<file path="config.mk">
export PLATFORM = sky130hd
export DESIGN_NAME = multi_class_slot_allocator
export DESIGN_NICKNAME = d
export VERILOG_FILES = /design/src/rtl/msa_pkg.sv /design/src/rtl/msa_cfg.sv /design/src/rtl/msa_ctrl.sv /design/src/rtl/msa_dpath.sv /design/src/rtl/multi_class_slot_allocator.sv
export SDC_FILE = /design/constraint.sdc
export NUM_CORES = 1
export LEC_CHECK = 0
export BUFFER_PORTS_ARGS = -buffer_cell sky130_fd_sc_hd__buf_2
export CORE_ASPECT_RATIO = 1.75
export CORE_MARGIN = 2
export CORE_UTILIZATION = 50
export DETAILED_ROUTE_END_ITERATION = 12
export GPL_TIMING_DRIVEN = 0
export PLACE_DENSITY = 0.67
export SYNTH_ARGS = -nofsm -noshare
export SYNTH_HDL_FRONTEND = slang
export SYNTH_SLANG_ARGS = --single-unit
</file>
<file path="constraint.sdc">
create_clock -name i_clk -period 13.3 [get_ports i_clk]
set_input_delay 2.66 -clock i_clk [delete_from_list [all_inputs] [get_ports i_clk]]
set_output_delay 2.66 -clock i_clk [all_outputs]
set_load 0.005 [all_outputs]
</file>
<file path="src/rtl/msa_pkg.sv">
// Package for the multi-class slot allocator: widths, request/status codes,
// register indexes and the configuration and command structs.
// No dependencies; every other file imports it.
package msa_pkg;

    // Geometry
    localparam int TOTAL_SLOTS = 64;
    localparam int MAX_CLASSES = 3;
    localparam int SLOT_W      = $clog2(TOTAL_SLOTS);
    localparam int RNG_W       = $clog2(TOTAL_SLOTS + 1);
    localparam int CLS_W       = 2;
    localparam int CLS_SLOTS   = 1 << CLS_W;

    // Field widths
    localparam int REQ_W    = 2;
    localparam int STAT_W   = 2;
    localparam int ALIGN_W  = 9;
    localparam int CNT_W    = 7;
    localparam int SIZE_W   = 17;
    localparam int SUM_W    = CNT_W + 2;
    localparam int OFF_W    = 22;
    localparam int MUL_W    = SIZE_W + CNT_W;

    // Configuration port
    localparam int CFG_IDX_W  = 3;
    localparam int CFG_DATA_W = SIZE_W;

    // Register indexes
    localparam logic [CFG_IDX_W-1:0] REG_ALIGN   = 3'd0;
    localparam logic [CFG_IDX_W-1:0] REG_C0_CNT  = 3'd1;
    localparam logic [CFG_IDX_W-1:0] REG_C0_SIZE = 3'd2;
    localparam logic [CFG_IDX_W-1:0] REG_C1_CNT  = 3'd3;
    localparam logic [CFG_IDX_W-1:0] REG_C1_SIZE = 3'd4;
    localparam logic [CFG_IDX_W-1:0] REG_C2_CNT  = 3'd5;
    localparam logic [CFG_IDX_W-1:0] REG_C2_SIZE = 3'd6;
    localparam logic [CFG_IDX_W-1:0] REG_CLASSES = 3'd7;

    // Reset values
    localparam logic [ALIGN_W-1:0] ALIGN_RST   = 9'd256;
    localparam logic [SIZE_W-1:0]  SIZE_RST    = 17'd1;
    localparam logic [CLS_W-1:0]   CLASSES_RST = 2'd1;

    // Request codes
    localparam logic [REQ_W-1:0] REQ_ALLOC   = 2'd0;
    localparam logic [REQ_W-1:0] REQ_RELEASE = 2'd1;
    localparam logic [REQ_W-1:0] REQ_LOOKUP  = 2'd2;

    // Status codes
    localparam logic [STAT_W-1:0] ST_OK   = 2'd0;
    localparam logic [STAT_W-1:0] ST_FULL = 2'd1;
    localparam logic [STAT_W-1:0] ST_BAD  = 2'd2;

    // Configuration registers as seen by the datapath
    typedef struct packed {
        logic [ALIGN_W-1:0]                  alignment;
        logic [MAX_CLASSES-1:0][CNT_W-1:0]   count;
        logic [MAX_CLASSES-1:0][SIZE_W-1:0]  size;
        logic [CLS_W-1:0]                    classes_in_use;
    } t_cfg;

    // Sequencer commands to the datapath
    typedef struct packed {
        logic load;     // capture a new request
        logic base0;    // region offset of class 1
        logic base1;    // region offset of class 2
        logic find;     // pick the slot and class
        logic finish;   // slot offset, map update, result out
    } t_cmd;

endpackage

</file>
<file path="src/rtl/msa_cfg.sv">
// Configuration register file of the slot allocator.
// Depends on msa_pkg.
module msa_cfg (
    input  logic                            i_clk,
    input  logic                            i_rst_n,
    input  logic                            i_cfg_we,
    input  logic [msa_pkg::CFG_IDX_W-1:0]   i_cfg_index,
    input  logic [msa_pkg::CFG_DATA_W-1:0]  i_cfg_data,
    output msa_pkg::t_cfg                   o_cfg
);
    import msa_pkg::*;

    t_cfg r_cfg;

    // Register writes, masked to each register's width
    always_ff @(posedge i_clk) begin
        if (!i_rst_n) begin
            r_cfg.alignment      <= ALIGN_RST;
            r_cfg.count          <= '0;
            r_cfg.size           <= {MAX_CLASSES{SIZE_RST}};
            r_cfg.classes_in_use <= CLASSES_RST;
        end else if (i_cfg_we) begin
            unique case (i_cfg_index)
                REG_ALIGN:   r_cfg.alignment      <= i_cfg_data[ALIGN_W-1:0];
                REG_C0_CNT:  r_cfg.count[0]       <= i_cfg_data[CNT_W-1:0];
                REG_C0_SIZE: r_cfg.size[0]        <= i_cfg_data[SIZE_W-1:0];
                REG_C1_CNT:  r_cfg.count[1]       <= i_cfg_data[CNT_W-1:0];
                REG_C1_SIZE: r_cfg.size[1]        <= i_cfg_data[SIZE_W-1:0];
                REG_C2_CNT:  r_cfg.count[2]       <= i_cfg_data[CNT_W-1:0];
                REG_C2_SIZE: r_cfg.size[2]        <= i_cfg_data[SIZE_W-1:0];
                REG_CLASSES: r_cfg.classes_in_use <= i_cfg_data[CLS_W-1:0];
                default: ;
            endcase
        end
    end

    assign o_cfg = r_cfg;

endmodule

</file>
<file path="src/rtl/msa_ctrl.sv">
// Sequencer of the slot allocator: steps one request through its four
// datapath phases. Depends on msa_pkg.
module msa_ctrl (
    input  logic           i_clk,
    input  logic           i_rst_n,
    input  logic           i_start,
    output logic           o_busy,
    output msa_pkg::t_cmd  o_cmd
);
    import msa_pkg::*;

    localparam logic [2:0] S_IDLE  = 3'd0;
    localparam logic [2:0] S_BASE0 = 3'd1;
    localparam logic [2:0] S_BASE1 = 3'd2;
    localparam logic [2:0] S_FIND  = 3'd3;
    localparam logic [2:0] S_OFFS  = 3'd4;

    logic [2:0] r_state;
    logic [2:0] n_state;

    // Next state
    always_comb begin
        n_state = r_state;
        unique case (r_state)
            S_IDLE:  if (i_start) n_state = S_BASE0;
            S_BASE0: n_state = S_BASE1;
            S_BASE1: n_state = S_FIND;
            S_FIND:  n_state = S_OFFS;
            S_OFFS:  n_state = S_IDLE;
            default: n_state = S_IDLE;
        endcase
    end

    always_ff @(posedge i_clk) begin
        if (!i_rst_n) begin
            r_state <= S_IDLE;
        end else begin
            r_state <= n_state;
        end
    end

    // Commands
    assign o_busy       = (r_state != S_IDLE);
    assign o_cmd.load   = (r_state == S_IDLE) && i_start;
    assign o_cmd.base0  = (r_state == S_BASE0);
    assign o_cmd.base1  = (r_state == S_BASE1);
    assign o_cmd.find   = (r_state == S_FIND);
    assign o_cmd.finish = (r_state == S_OFFS);

endmodule

</file>
<file path="src/rtl/msa_dpath.sv">
// Datapath of the slot allocator: busy map, class ranges, free-slot
// search, shared offset multiplier and result registers. Depends on msa_pkg.
module msa_dpath (
    input  logic                         i_clk,
    input  logic                         i_rst_n,
    input  msa_pkg::t_cfg                i_cfg,
    input  msa_pkg::t_cmd                i_cmd,
    input  logic [msa_pkg::REQ_W-1:0]    i_req_type,
    input  logic [msa_pkg::CLS_W-1:0]    i_class_index,
    input  logic [msa_pkg::SLOT_W-1:0]   i_slot_number,
    output logic                         o_strobe,
    output logic [msa_pkg::STAT_W-1:0]   o_status,
    output logic [msa_pkg::SLOT_W-1:0]   o_granted_slot,
    output logic [msa_pkg::OFF_W-1:0]    o_byte_offset,
    output logic [msa_pkg::SIZE_W-1:0]   o_slot_bytes,
    output logic [msa_pkg::CLS_W-1:0]    o_slot_class
);
    import msa_pkg::*;

    function automatic logic [RNG_W-1:0] clip(input logic [SUM_W-1:0] v);
        return (v > SUM_W'(TOTAL_SLOTS)) ? RNG_W'(TOTAL_SLOTS) : v[RNG_W-1:0];
    endfunction

    // Request and intermediate registers
    logic [REQ_W-1:0]       r_req_type;
    logic [CLS_W-1:0]       r_class_index;
    logic [SLOT_W-1:0]      r_slot_number;
    logic [OFF_W-1:0]       r_off1;
    logic [OFF_W-1:0]       r_off2;
    logic [STAT_W-1:0]      r_status;
    logic [SLOT_W-1:0]      r_slot;
    logic [CLS_W-1:0]       r_cls;
    logic [SLOT_W-1:0]      r_idx;
    logic [TOTAL_SLOTS-1:0] r_busy_map;

    // Result registers
    logic                   r_strobe;
    logic [STAT_W-1:0]      r_out_status;
    logic [SLOT_W-1:0]      r_out_slot;
    logic [OFF_W-1:0]       r_out_offset;
    logic [SIZE_W-1:0]      r_out_bytes;
    logic [CLS_W-1:0]       r_out_class;

    // Per-class geometry; entry 3 is an empty, inactive class
    logic [SIZE_W-1:0]      stride   [CLS_SLOTS];
    logic [SIZE_W-1:0]      csize    [CLS_SLOTS];
    logic [RNG_W-1:0]       rng_s    [CLS_SLOTS];
    logic [RNG_W-1:0]       rng_e    [CLS_SLOTS];
    logic [CLS_SLOTS-1:0]   active;
    logic [SUM_W-1:0]       sum1, sum2, sum3;

    always_comb begin
        for (int c = 0; c < CLS_SLOTS; c++) begin
            stride[c] = '0;
            csize[c]  = '0;
            active[c] = (CLS_W'(c) < i_cfg.classes_in_use);
        end
        for (int c = 0; c < MAX_CLASSES; c++) begin
            csize[c]  = i_cfg.size[c];
            stride[c] = (i_cfg.size[c] > SIZE_W'(i_cfg.alignment)) ?
                        i_cfg.size[c] : SIZE_W'(i_cfg.alignment);
        end
        sum1 = SUM_W'(i_cfg.count[0]);
        sum2 = sum1 + SUM_W'(i_cfg.count[1]);
        sum3 = sum2 + SUM_W'(i_cfg.count[2]);
        rng_s[0] = '0;
        rng_e[0] = clip(sum1);
        rng_s[1] = clip(sum1);
        rng_e[1] = clip(sum2);
        rng_s[2] = clip(sum2);
        rng_e[2] = clip(sum3);
        rng_s[3] = RNG_W'(TOTAL_SLOTS);
        rng_e[3] = RNG_W'(TOTAL_SLOTS);
    end

    // Allocate: lowest free slot inside the requested class range
    logic [TOTAL_SLOTS-1:0] range_mask;
    logic [TOTAL_SLOTS-1:0] free_map;
    logic [TOTAL_SLOTS-1:0] lowest;
    logic [SLOT_W-1:0]      free_pos;
    logic                   free_found;

    always_comb begin
        for (int i = 0; i < TOTAL_SLOTS; i++) begin
            range_mask[i] = (RNG_W'(i) >= rng_s[r_class_index]) &&
                            (RNG_W'(i) <  rng_e[r_class_index]);
        end
        free_map   = ~r_busy_map & range_mask;
        free_found = |free_map;
        lowest     = free_map & (~free_map + 1'b1);
        free_pos   = '0;
        for (int i = 0; i < TOTAL_SLOTS; i++) begin
            free_pos = free_pos | (lowest[i] ? SLOT_W'(i) : '0);
        end
    end

    // Release / lookup: class that holds the given slot
    logic             loc_hit;
    logic [CLS_W-1:0] loc_cls;

    always_comb begin
        loc_hit = 1'b0;
        loc_cls = '0;
        for (int c = MAX_CLASSES - 1; c >= 0; c--) begin
            if (active[c] && (RNG_W'(r_slot_number) >= rng_s[c]) &&
                (RNG_W'(r_slot_number) < rng_e[c])) begin
                loc_hit = 1'b1;
                loc_cls = CLS_W'(c);
            end
        end
    end

    // Find-phase decision
    logic [STAT_W-1:0] n_status;
    logic [SLOT_W-1:0] n_slot;
    logic [CLS_W-1:0]  n_cls;
    logic [RNG_W-1:0]  n_diff;

    always_comb begin
        n_status = ST_BAD;
        n_slot   = r_slot_number;
        n_cls    = loc_cls;
        case (r_req_type)
            REQ_ALLOC: begin
                n_slot = free_pos;
                n_cls  = r_class_index;
                if (active[r_class_index]) begin
                    n_status = free_found ? ST_OK : ST_FULL;
                end
            end
            REQ_RELEASE: begin
                if (loc_hit && r_busy_map[r_slot_number]) begin
                    n_status = ST_OK;
                end
            end
            REQ_LOOKUP: begin
                if (loc_hit) begin
                    n_status = ST_OK;
                end
            end
            default: n_status = ST_BAD;
        endcase
        n_diff = RNG_W'(n_slot) - rng_s[n_cls];
    end

    // Shared multiplier: region sizes, then stride times index in class
    logic [SIZE_W-1:0] mul_a;
    logic [CNT_W-1:0]  mul_b;
    logic [MUL_W-1:0]  mul_p;
    logic [OFF_W-1:0]  base_off;

    always_comb begin
        if (i_cmd.base0) begin
            mul_a = stride[0];
            mul_b = i_cfg.count[0];
        end else if (i_cmd.base1) begin
            mul_a = stride[1];
            mul_b = i_cfg.count[1];
        end else begin
            mul_a = stride[r_cls];
            mul_b = CNT_W'(r_idx);
        end
        mul_p = MUL_W'(mul_a) * MUL_W'(mul_b);
        case (r_cls)
            2'd1:    base_off = r_off1;
            2'd2:    base_off = r_off2;
            default: base_off = '0;
        endcase
    end

    // Request capture and phase registers
    always_ff @(posedge i_clk) begin
        if (i_cmd.load) begin
            r_req_type    <= i_req_type;
            r_class_index <= i_class_index;
            r_slot_number <= i_slot_number;
        end
        if (i_cmd.base0) begin
            r_off1 <= mul_p[OFF_W-1:0];
        end
        if (i_cmd.base1) begin
            r_off2 <= r_off1 + mul_p[OFF_W-1:0];
        end
        if (i_cmd.find) begin
            r_status <= n_status;
            r_slot   <= n_slot;
            r_cls    <= n_cls;
            r_idx    <= n_diff[SLOT_W-1:0];
        end
    end

    // Busy map update on a successful allocate or release
    always_ff @(posedge i_clk) begin
        if (!i_rst_n) begin
            r_busy_map <= '0;
        end else if (i_cmd.finish && (r_status == ST_OK)) begin
            if (r_req_type == REQ_ALLOC) begin
                r_busy_map[r_slot] <= 1'b1;
            end else if (r_req_type == REQ_RELEASE) begin
                r_busy_map[r_slot] <= 1'b0;
            end
        end
    end

    // Result strobe
    always_ff @(posedge i_clk) begin
        if (!i_rst_n) begin
            r_strobe <= 1'b0;
        end else begin
            r_strobe <= i_cmd.finish;
        end
    end

    // Result payload; fields stay zero unless the request succeeded
    always_ff @(posedge i_clk) begin
        if (i_cmd.finish) begin
            r_out_status <= r_status;
            if (r_status == ST_OK) begin
                r_out_slot   <= r_slot;
                r_out_offset <= base_off + mul_p[OFF_W-1:0];
                r_out_class  <= r_cls;
                r_out_bytes  <= (r_req_type == REQ_LOOKUP) ? csize[r_cls] : '0;
            end else begin
                r_out_slot   <= '0;
                r_out_offset <= '0;
                r_out_class  <= '0;
                r_out_bytes  <= '0;
            end
        end
    end

    assign o_strobe       = r_strobe;
    assign o_status       = r_out_status;
    assign o_granted_slot = r_out_slot;
    assign o_byte_offset  = r_out_offset;
    assign o_slot_bytes   = r_out_bytes;
    assign o_slot_class   = r_out_class;

endmodule

</file>
<file path="src/rtl/multi_class_slot_allocator.sv">
// Top level of the multi-class slot allocator: config registers, sequencer
// and datapath. Depends on msa_pkg, msa_cfg, msa_ctrl, msa_dpath.
//
//   channel   | handshake              | payload
//   ----------+------------------------+--------------------------------------
//   request   | start / busy           | i_req_type, i_class_index,
//             |                        | i_slot_number
//   result    | o_strobe (one cycle)   | o_status, o_granted_slot,
//             |                        | o_byte_offset, o_slot_bytes,
//             |                        | o_slot_class
//   config    | i_cfg_we               | i_cfg_index, i_cfg_data
//
// A request steps through states BASE0, BASE1, FIND and OFFS; the result
// strobe is registered from OFFS. The shared multiplier is used three times
// in sequence (two region offsets, then the slot offset). busy drops in the
// strobe cycle, so the next request is taken at the edge that ends it; none
// is taken while busy. Reset is synchronous: all slots free, config at
// defaults. Results hold until the next one; there is no back-pressure.
module multi_class_slot_allocator (
    input  logic                            i_clk,
    input  logic                            i_rst_n,
    input  logic                            start,
    output logic                            busy,
    input  logic [msa_pkg::REQ_W-1:0]       i_req_type,
    input  logic [msa_pkg::CLS_W-1:0]       i_class_index,
    input  logic [msa_pkg::SLOT_W-1:0]      i_slot_number,
    output logic                            o_strobe,
    output logic [msa_pkg::STAT_W-1:0]      o_status,
    output logic [msa_pkg::SLOT_W-1:0]      o_granted_slot,
    output logic [msa_pkg::OFF_W-1:0]       o_byte_offset,
    output logic [msa_pkg::SIZE_W-1:0]      o_slot_bytes,
    output logic [msa_pkg::CLS_W-1:0]       o_slot_class,
    input  logic                            i_cfg_we,
    input  logic [msa_pkg::CFG_IDX_W-1:0]   i_cfg_index,
    input  logic [msa_pkg::CFG_DATA_W-1:0]  i_cfg_data
);
    import msa_pkg::*;

    t_cfg cfg;
    t_cmd cmd;

    msa_cfg u_cfg (
        .i_clk       (i_clk),
        .i_rst_n     (i_rst_n),
        .i_cfg_we    (i_cfg_we),
        .i_cfg_index (i_cfg_index),
        .i_cfg_data  (i_cfg_data),
        .o_cfg       (cfg)
    );

    msa_ctrl u_ctrl (
        .i_clk   (i_clk),
        .i_rst_n (i_rst_n),
        .i_start (start),
        .o_busy  (busy),
        .o_cmd   (cmd)
    );

    msa_dpath u_dpath (
        .i_clk          (i_clk),
        .i_rst_n        (i_rst_n),
        .i_cfg          (cfg),
        .i_cmd          (cmd),
        .i_req_type     (i_req_type),
        .i_class_index  (i_class_index),
        .i_slot_number  (i_slot_number),
        .o_strobe       (o_strobe),
        .o_status       (o_status),
        .o_granted_slot (o_granted_slot),
        .o_byte_offset  (o_byte_offset),
        .o_slot_bytes   (o_slot_bytes),
        .o_slot_class   (o_slot_class)
    );

endmodule
</file>
==> results.md, run 1 <==
- Ratio of cells with drive above 1 in the final layout: 0.0786
- Syn nets: between 2000 and 3000
- DRC Markers: 0
- Fin util: 0.553
- Ys Warns: 0
- Seq pwr share: 0.391
- Critical Path Sink Type: register
- Sw Pwr: around 850 uW
- Overall power: 2.39 mW
- Routability cong.: approximately 1.2
- Most frequent cells in the layout: 454 x nand2_1, 263 x nor2_1, 151 x dfxtp_1
- Post-synthesis sequential area ratio: 0.288
- Initial antenna violation count: 7
- Pre-antenna DRT Iters: 5
- Comb power frac: 0.293
- Sw frac: 0.355
- Die Ht: 287 um
- Sink Count: 270
- Setup slack at placement: around 2600 ps
- Routed len/inst: 28.3 um
- Post-CTS resize count: 0
- Power per Cell Area: around 96 nW/um^2
- Worst Skew: between 10 and 15 ps
- Fmax achieved: around 0.092 GHz
- Starting DRT DRC Count: roughly 1900
- Latest clock arrival within the worst-skew pair: slightly above 600 ps
- Final period util: 0.816
- Post-Synthesis Cells: 2736
- Failing checks: max-capacitance violations, max-slew violations
- Met1 wire length: roughly 30 mm
- Vias per cell: between 6 and 7
- Clock buffer depth: 3
- Clock network power share: 0.317
- Buffers on Ports: between 70 and 80
- Crit path time final: about 11000 ps
- Crit-path max FO: 9
- Starting Density: 0.507
- Cell Int Power: between 1.5 and 2 mW
- Status: finished with violations
- Die W: between 150 and 200 um
- DR top layer: met5
- VDD IR max: roughly 0.1 mV
- Syn avg cell area: about 8.4 sq um
- Most common cell after layout, fill and taps aside: nand2_1
- Leakage: 9.87 nW
- FP Rows: between 100 and 150
- I/O pin count: 85
- Setup tns final: 0 ps
- Final setup vio count: 0
- Mapped Area: approximately 23000 sq um
- RSZ-0062 raised after global routing: false
- H-Tree Depth: 1
- Final setup margin: 2440 ps
- Slew of the pin with the lowest slew margin: 1580 ps
- Core box area: between 40000 and 50000 sq um
- CTS Hold Bufs: 0
- Area Growth Syn to Fin: 9.09%
- Crit path top cell by count: a21o_1
- Detailed placement HPWL: about 77 mm
- Routed wire length: 97.8 mm
- CP Launch Type: register
- Post-layout instance area: 25000 sq um
- DIE AREA: roughly 48000 sq um
- Synth unique cells: 107
- Antenna Nets Post-Route: 0
- Fin. Hold Viols: 0
- Placed Area: ~24000 sq um
- Final hold slack: 491 ps
- Slew Limit Fails: 4
- Max cap viols: 1
- Layout net count: between 3000 and 4000
- Setup CP Type: register to register
- TritonCTS clock tree: built
- Clock Pin Slew Worst Setup and Hold Paths: around 70 ps
- Grt total ovfl: 0
- Vias: 22611
- Largest net degree at the start of global routing: 40
- Setup Buffers After CTS: 0
- Total GRT Usage: 0.411
- Number of fill cells: between 4000 and 5000
- Met2 wire len: approximately 48 mm
- WP data required: around 14000 ps
- Crit path DAT: 11290 ps
- Vias in the first global route: 22981
- First-pass GRT wire length: roughly 140 mm
- FFs w/ async S/R, synth: 0
- Rel. slew slack: -0.0574
- Post-synth top flop: dfxtp_1
- Root Buffer: clkbuf_16
- Placed cells: about 3400
- CTS buffer count: 27
- Hold/Removal Path Class: register to register
- #FFs+latches synth: 270
- Final Instance Count excl. Fillers: between 3000 and 4000
- Post-synth EDFFs: about 120
- Met3 routed WL: about 7.3 mm
- Crit path largest cell delay: between 1000 and 1500 ps
- Worst path slowest cell: nor2_1
==> cell usage after synthesis, drive strengths merged, types with 11 or more instances <==
library cell / count / area, sq um
a2111oi: 13 / 121
a211o: 15 / 131
a211oi: 13 / 103
a21boi: 126 / 946
a21o: 37 / 278
a21oi: 144 / 721
a221oi: 11 / 96.3
a22oi: 36 / 270
a31oi: 23 / 165
and2: 36 / 225
buf: 21 / 104
clkbuf: 101 / 379
dfxtp: 151 / 3020
edfxtp: 119 / 3570
fa: 78 / 1560
ha: 142 / 1780
inv: 144 / 541
mux2i: 68 / 681
mux4: 21 / 473
nand2: 455 / 1720
nand2b: 33 / 206
nand3: 102 / 510
nand4: 24 / 150
nor2: 266 / 1000
nor2b: 45 / 282
nor3: 57 / 322
nor3b: 12 / 95.1
nor4: 21 / 146
o211ai: 14 / 110
o21a: 26 / 195
o21ai: 85 / 429
o21bai: 15 / 113
o22a: 12 / 105
o22ai: 18 / 113
o31ai: 17 / 146
or2: 21 / 131
or3: 15 / 98.8
xnor2: 52 / 455
xor2: 17 / 149
==> path summary, 6_finish.rpt <==
path | slack [ps] | startpoint | cells past startpoint | to
max | 2440 | u_cfg.o_cfg[53] | 31 | u_dpath.r_idx[5]
min | 490 | register | 2 | register
max reg2reg | 2440 | u_cfg.o_cfg[53] | 31 | u_dpath.r_idx[5]
min reg2reg | 490 | register | 2 | register
==> critical path, delay by kind of cell (launching register included) <==
| family | cells | cell delay (ps) |
|---|---|---|
| DFF | 1 | 370 |
| AOI/OAI and AO/OA | 16 | 5430 |
| adders and majority gates | 4 | 1370 |
| xor gates and xnor gates | 1 | 300 |
| and+or+nand+nor | 8 | 2880 |
| buffers and inverters | 2 | 290 |
==> power groups by stage <==
| stage | combinational [mW] | sequential [mW] | clock [mW] |
|---|---|---|---|
| final | 0.699 | 0.933 | 0.755 |
| after global routing | 0.751 | 0.934 | 0.783 |
| after CTS | 0.671 | 0.931 | 0.749 |
| after detailed placement | 0.667 | 0.949 | 0 |
| after global placement | 0.655 | 0.949 | 0 |
| after floorplan | 0.457 | 0.938 | 0 |
==> cell families after synthesis <==
family | Yosys count | share of synthesized area
muxes | 91 | 0.0514
and+or+nand+nor | 1133 | 0.231
buffers and inverters | 266 | 0.0447
AOI/OAI and AO/OA | 687 | 0.212
xor gates and xnor gates | 69 | 0.0264
adders and majority gates | 220 | 0.146
DFF | 270 | 0.288
==> per-layer routing <==
metal / GRT usage / vias to the layer above
met2: 0.712 / 1162
met4: 0.440 / 4
met3: 0.107 / 586
met5: 0 / -
met1: 0.374 / 10776
li1: - / 10083
==> area by class of cell <==
class                      instances  area [sq um]  share of cell area
clock inverter                    17           113             0.00451
antenna                            3          7.51            0.000301
sequential                       270          6600               0.264
tap                              577           722              0.0289
buffer                           122           485              0.0195
inverter                         144           541              0.0217
timing repair buffer              89           480              0.0193
clock buffer                      32           704              0.0282
multi-input combinational       2200         15300               0.613
Note: power is estimated with default switching activity, not from simulation.
==> inputs of run 2 (changes only) <==
==> constraint.sdc (replaced) <==
create_clock -name i_clk -period 10.2 [get_ports i_clk]
set_input_delay 2.04 -clock i_clk [delete_from_list [all_inputs] [get_ports i_clk]]
set_output_delay 2.04 -clock i_clk [all_outputs]
set_load 0.005 [all_outputs]
==> run 2 against run 1 <==
- the flow still finishes with violations (max-capacitance violations, max-slew violations)
- combinational power is 35% higher
- wire length increased by 0.48%
- global-route usage about the same
- utilization is 0.96 points higher
- die area stayed put
- clock skew rose by 4.7 ps
- largest power group unchanged
==> results.md, run 2 (synthesis gave the netlist of run 1 again) <==
- Cell Int Power: approximately 2.0 mW
- Setup tns final: 0 ps
- I/O pin count: 85
- Die Ht: about 290 um
- Clock network power share: 0.311
- Placed cells: 3398
- Pre-antenna DRT Iters: 5
- Initial antenna violation count: 9
- Crit-path max FO: 9
- Routed len/inst: roughly 28 um
- Power per Cell Area: roughly 120 nW/um^2
- DR top layer: met5
- FP Rows: between 100 and 150
- Post-layout instance area: between 20000 and 30000 sq um
- Buf/Inv on CP: 2
- Vias in the first global route: between 20000 and 25000
- Met3 routed WL: ~7.4 mm
- CP Launch Type: register
- Antenna Nets Post-Route: 0
- Final hold slack: 493 ps
- TritonCTS clock tree: built
- Crit path DAT: ~10000 ps
- Sw Pwr: ~1.1 mW
- Hold depth: 2
- Leakage: 10.0 nW
- First-pass GRT wire length: 145 mm
- Seq pwr share: 0.388
- Most frequent cells in the layout: 454 x nand2_1, 261 x nor2_1, 151 x dfxtp_1
- Buffers on Ports: 79
- Most common cell after layout, fill and taps aside: nand2_1
- Crit path time final: about 10000 ps
- Final setup vio count: 0
- CTS buffer count: 27
- Failing checks: max-capacitance violations, max-slew violations
- Clock Pin Slew Worst Setup and Hold Paths: 70 ps
- DRC Markers: 0
- Core box area: 45100 sq um
- Max cap viols: 1
- Worst path slowest cell: o41ai_4
- Area Growth Syn to Fin: 11.0%
- Met2 wire len: about 48 mm
- Worst Skew: between 15 and 20 ps
- Critical path depth: 32
- Final period util: 0.984
- Slew of the pin with the lowest slew margin: roughly 1600 ps
- Sw frac: 0.354
- Latest clock arrival within the worst-skew pair: around 600 ps
- Ratio of cells with drive above 1 in the final layout: 0.0978
- R2R depth: 32
- Placed Area: 24100 sq um
- Total GRT Usage: 0.411
- Routability cong.: roughly 1.2
- Crit path largest cell delay: between 600 and 700 ps
- Slew Limit Fails: 4
- Detailed placement HPWL: 76.5 mm
- Routed wire length: around 98 mm
- Final Instance Count excl. Fillers: approximately 3500
- Vias: about 23000
- Rel. slew slack: -0.0493
- Starting Density: 0.507
- Critical path's top delay family: compound AO/OA/AOI/OAI gates
- Setup CP Type: register to register
- Status: finished with violations
- Sink Count: between 200 and 300
- Critical Path Sink Type: register
- WP data required: about 11000 ps
- Vias per cell: around 6.5
- Largest net degree at the start of global routing: 40
- Crit path top cell by count: a21o_1
- Layout net count: 3127
- H-Tree Depth: 1
- Comb power frac: 0.300
- Hold/Removal Path Class: register to register
- Fmax achieved: 0.0996 GHz
- Setup slack at placement: -474 ps
- Fin. Hold Viols: 0
- DIE AREA: 47500 sq um
- Starting DRT DRC Count: 2033
- VDD IR max: between 0.1 and 0.15 mV
- Fin util: 0.563
- Clock buffer depth: 3
- Root Buffer: clkbuf_16
- Met1 wire length: ~30 mm
- Overall power: roughly 3.1 mW
- Final setup margin: about 160 ps
- Grt total ovfl: 0
- CTS Hold Bufs: 0
- Die W: about 170 um
==> run 2: cell count changes in the layout (fill, tap and decap cells not counted), sizes merged <==
cell | previous run | this run
buf | 110 | 130
clkbuf | 133 | 132
==> run 2: timing repair <==
item | CTS | global route
pin swaps | 0 | 14
resized for setup | 14 | 45
setup buffers | 0 | 22
endpoints found under the setup margin | 8 | 11
==> run 2: cell type report <==
cell class | count | area, sq um
Clock buffer | 32 | 704
Antenna cell | 3 | 7.51
Buffer | 120 | 480
Clock inverter | 17 | 113
Inverter | 144 | 541
Sequential cell | 270 | 6600
Fill cell | 4162 | 19700
Timing Repair Buffer | 110 | 637
Multi-Input combinational cell | 2200 | 15600
Tap cell | 577 | 722
==> run 2: routing by layer <==
layer | global-route usage | vias up
met5 | 0 | -
met4 | 0.440 | 8
met3 | 0.108 | 625
met2 | 0.714 | 1181
met1 | 0.373 | 10693
li1 | - | 10112
==> run 2: worst min-delay path, stage by stage (launching register included) <==
cell and delay [ps]:
dfxtp_1 330, nand2_1 50, a21boi_0 60
==> run 2: final timing paths <==
kind / startpoint / end / slack (ps)
max: u_cfg.o_cfg[53] / u_dpath.r_idx[5] / 160
min: register / register / 490
max reg2reg: u_cfg.o_cfg[53] / u_dpath.r_idx[5] / 160
min reg2reg: register / register / 490
==> run 2: power groups by stage <==
| stage | clock network, mW | registers [mW] | logic (mW) |
|---|---|---|---|
| finish | 0.976 | 1.22 | 0.941 |
| global route | 1.02 | 1.22 | 1.01 |
| CTS | 0.976 | 1.21 | 0.879 |
| detailed placement | 0 | 1.24 | 0.869 |
| global placement | 0 | 1.24 | 0.854 |
| floorplan | 0 | 1.22 | 0.595 |
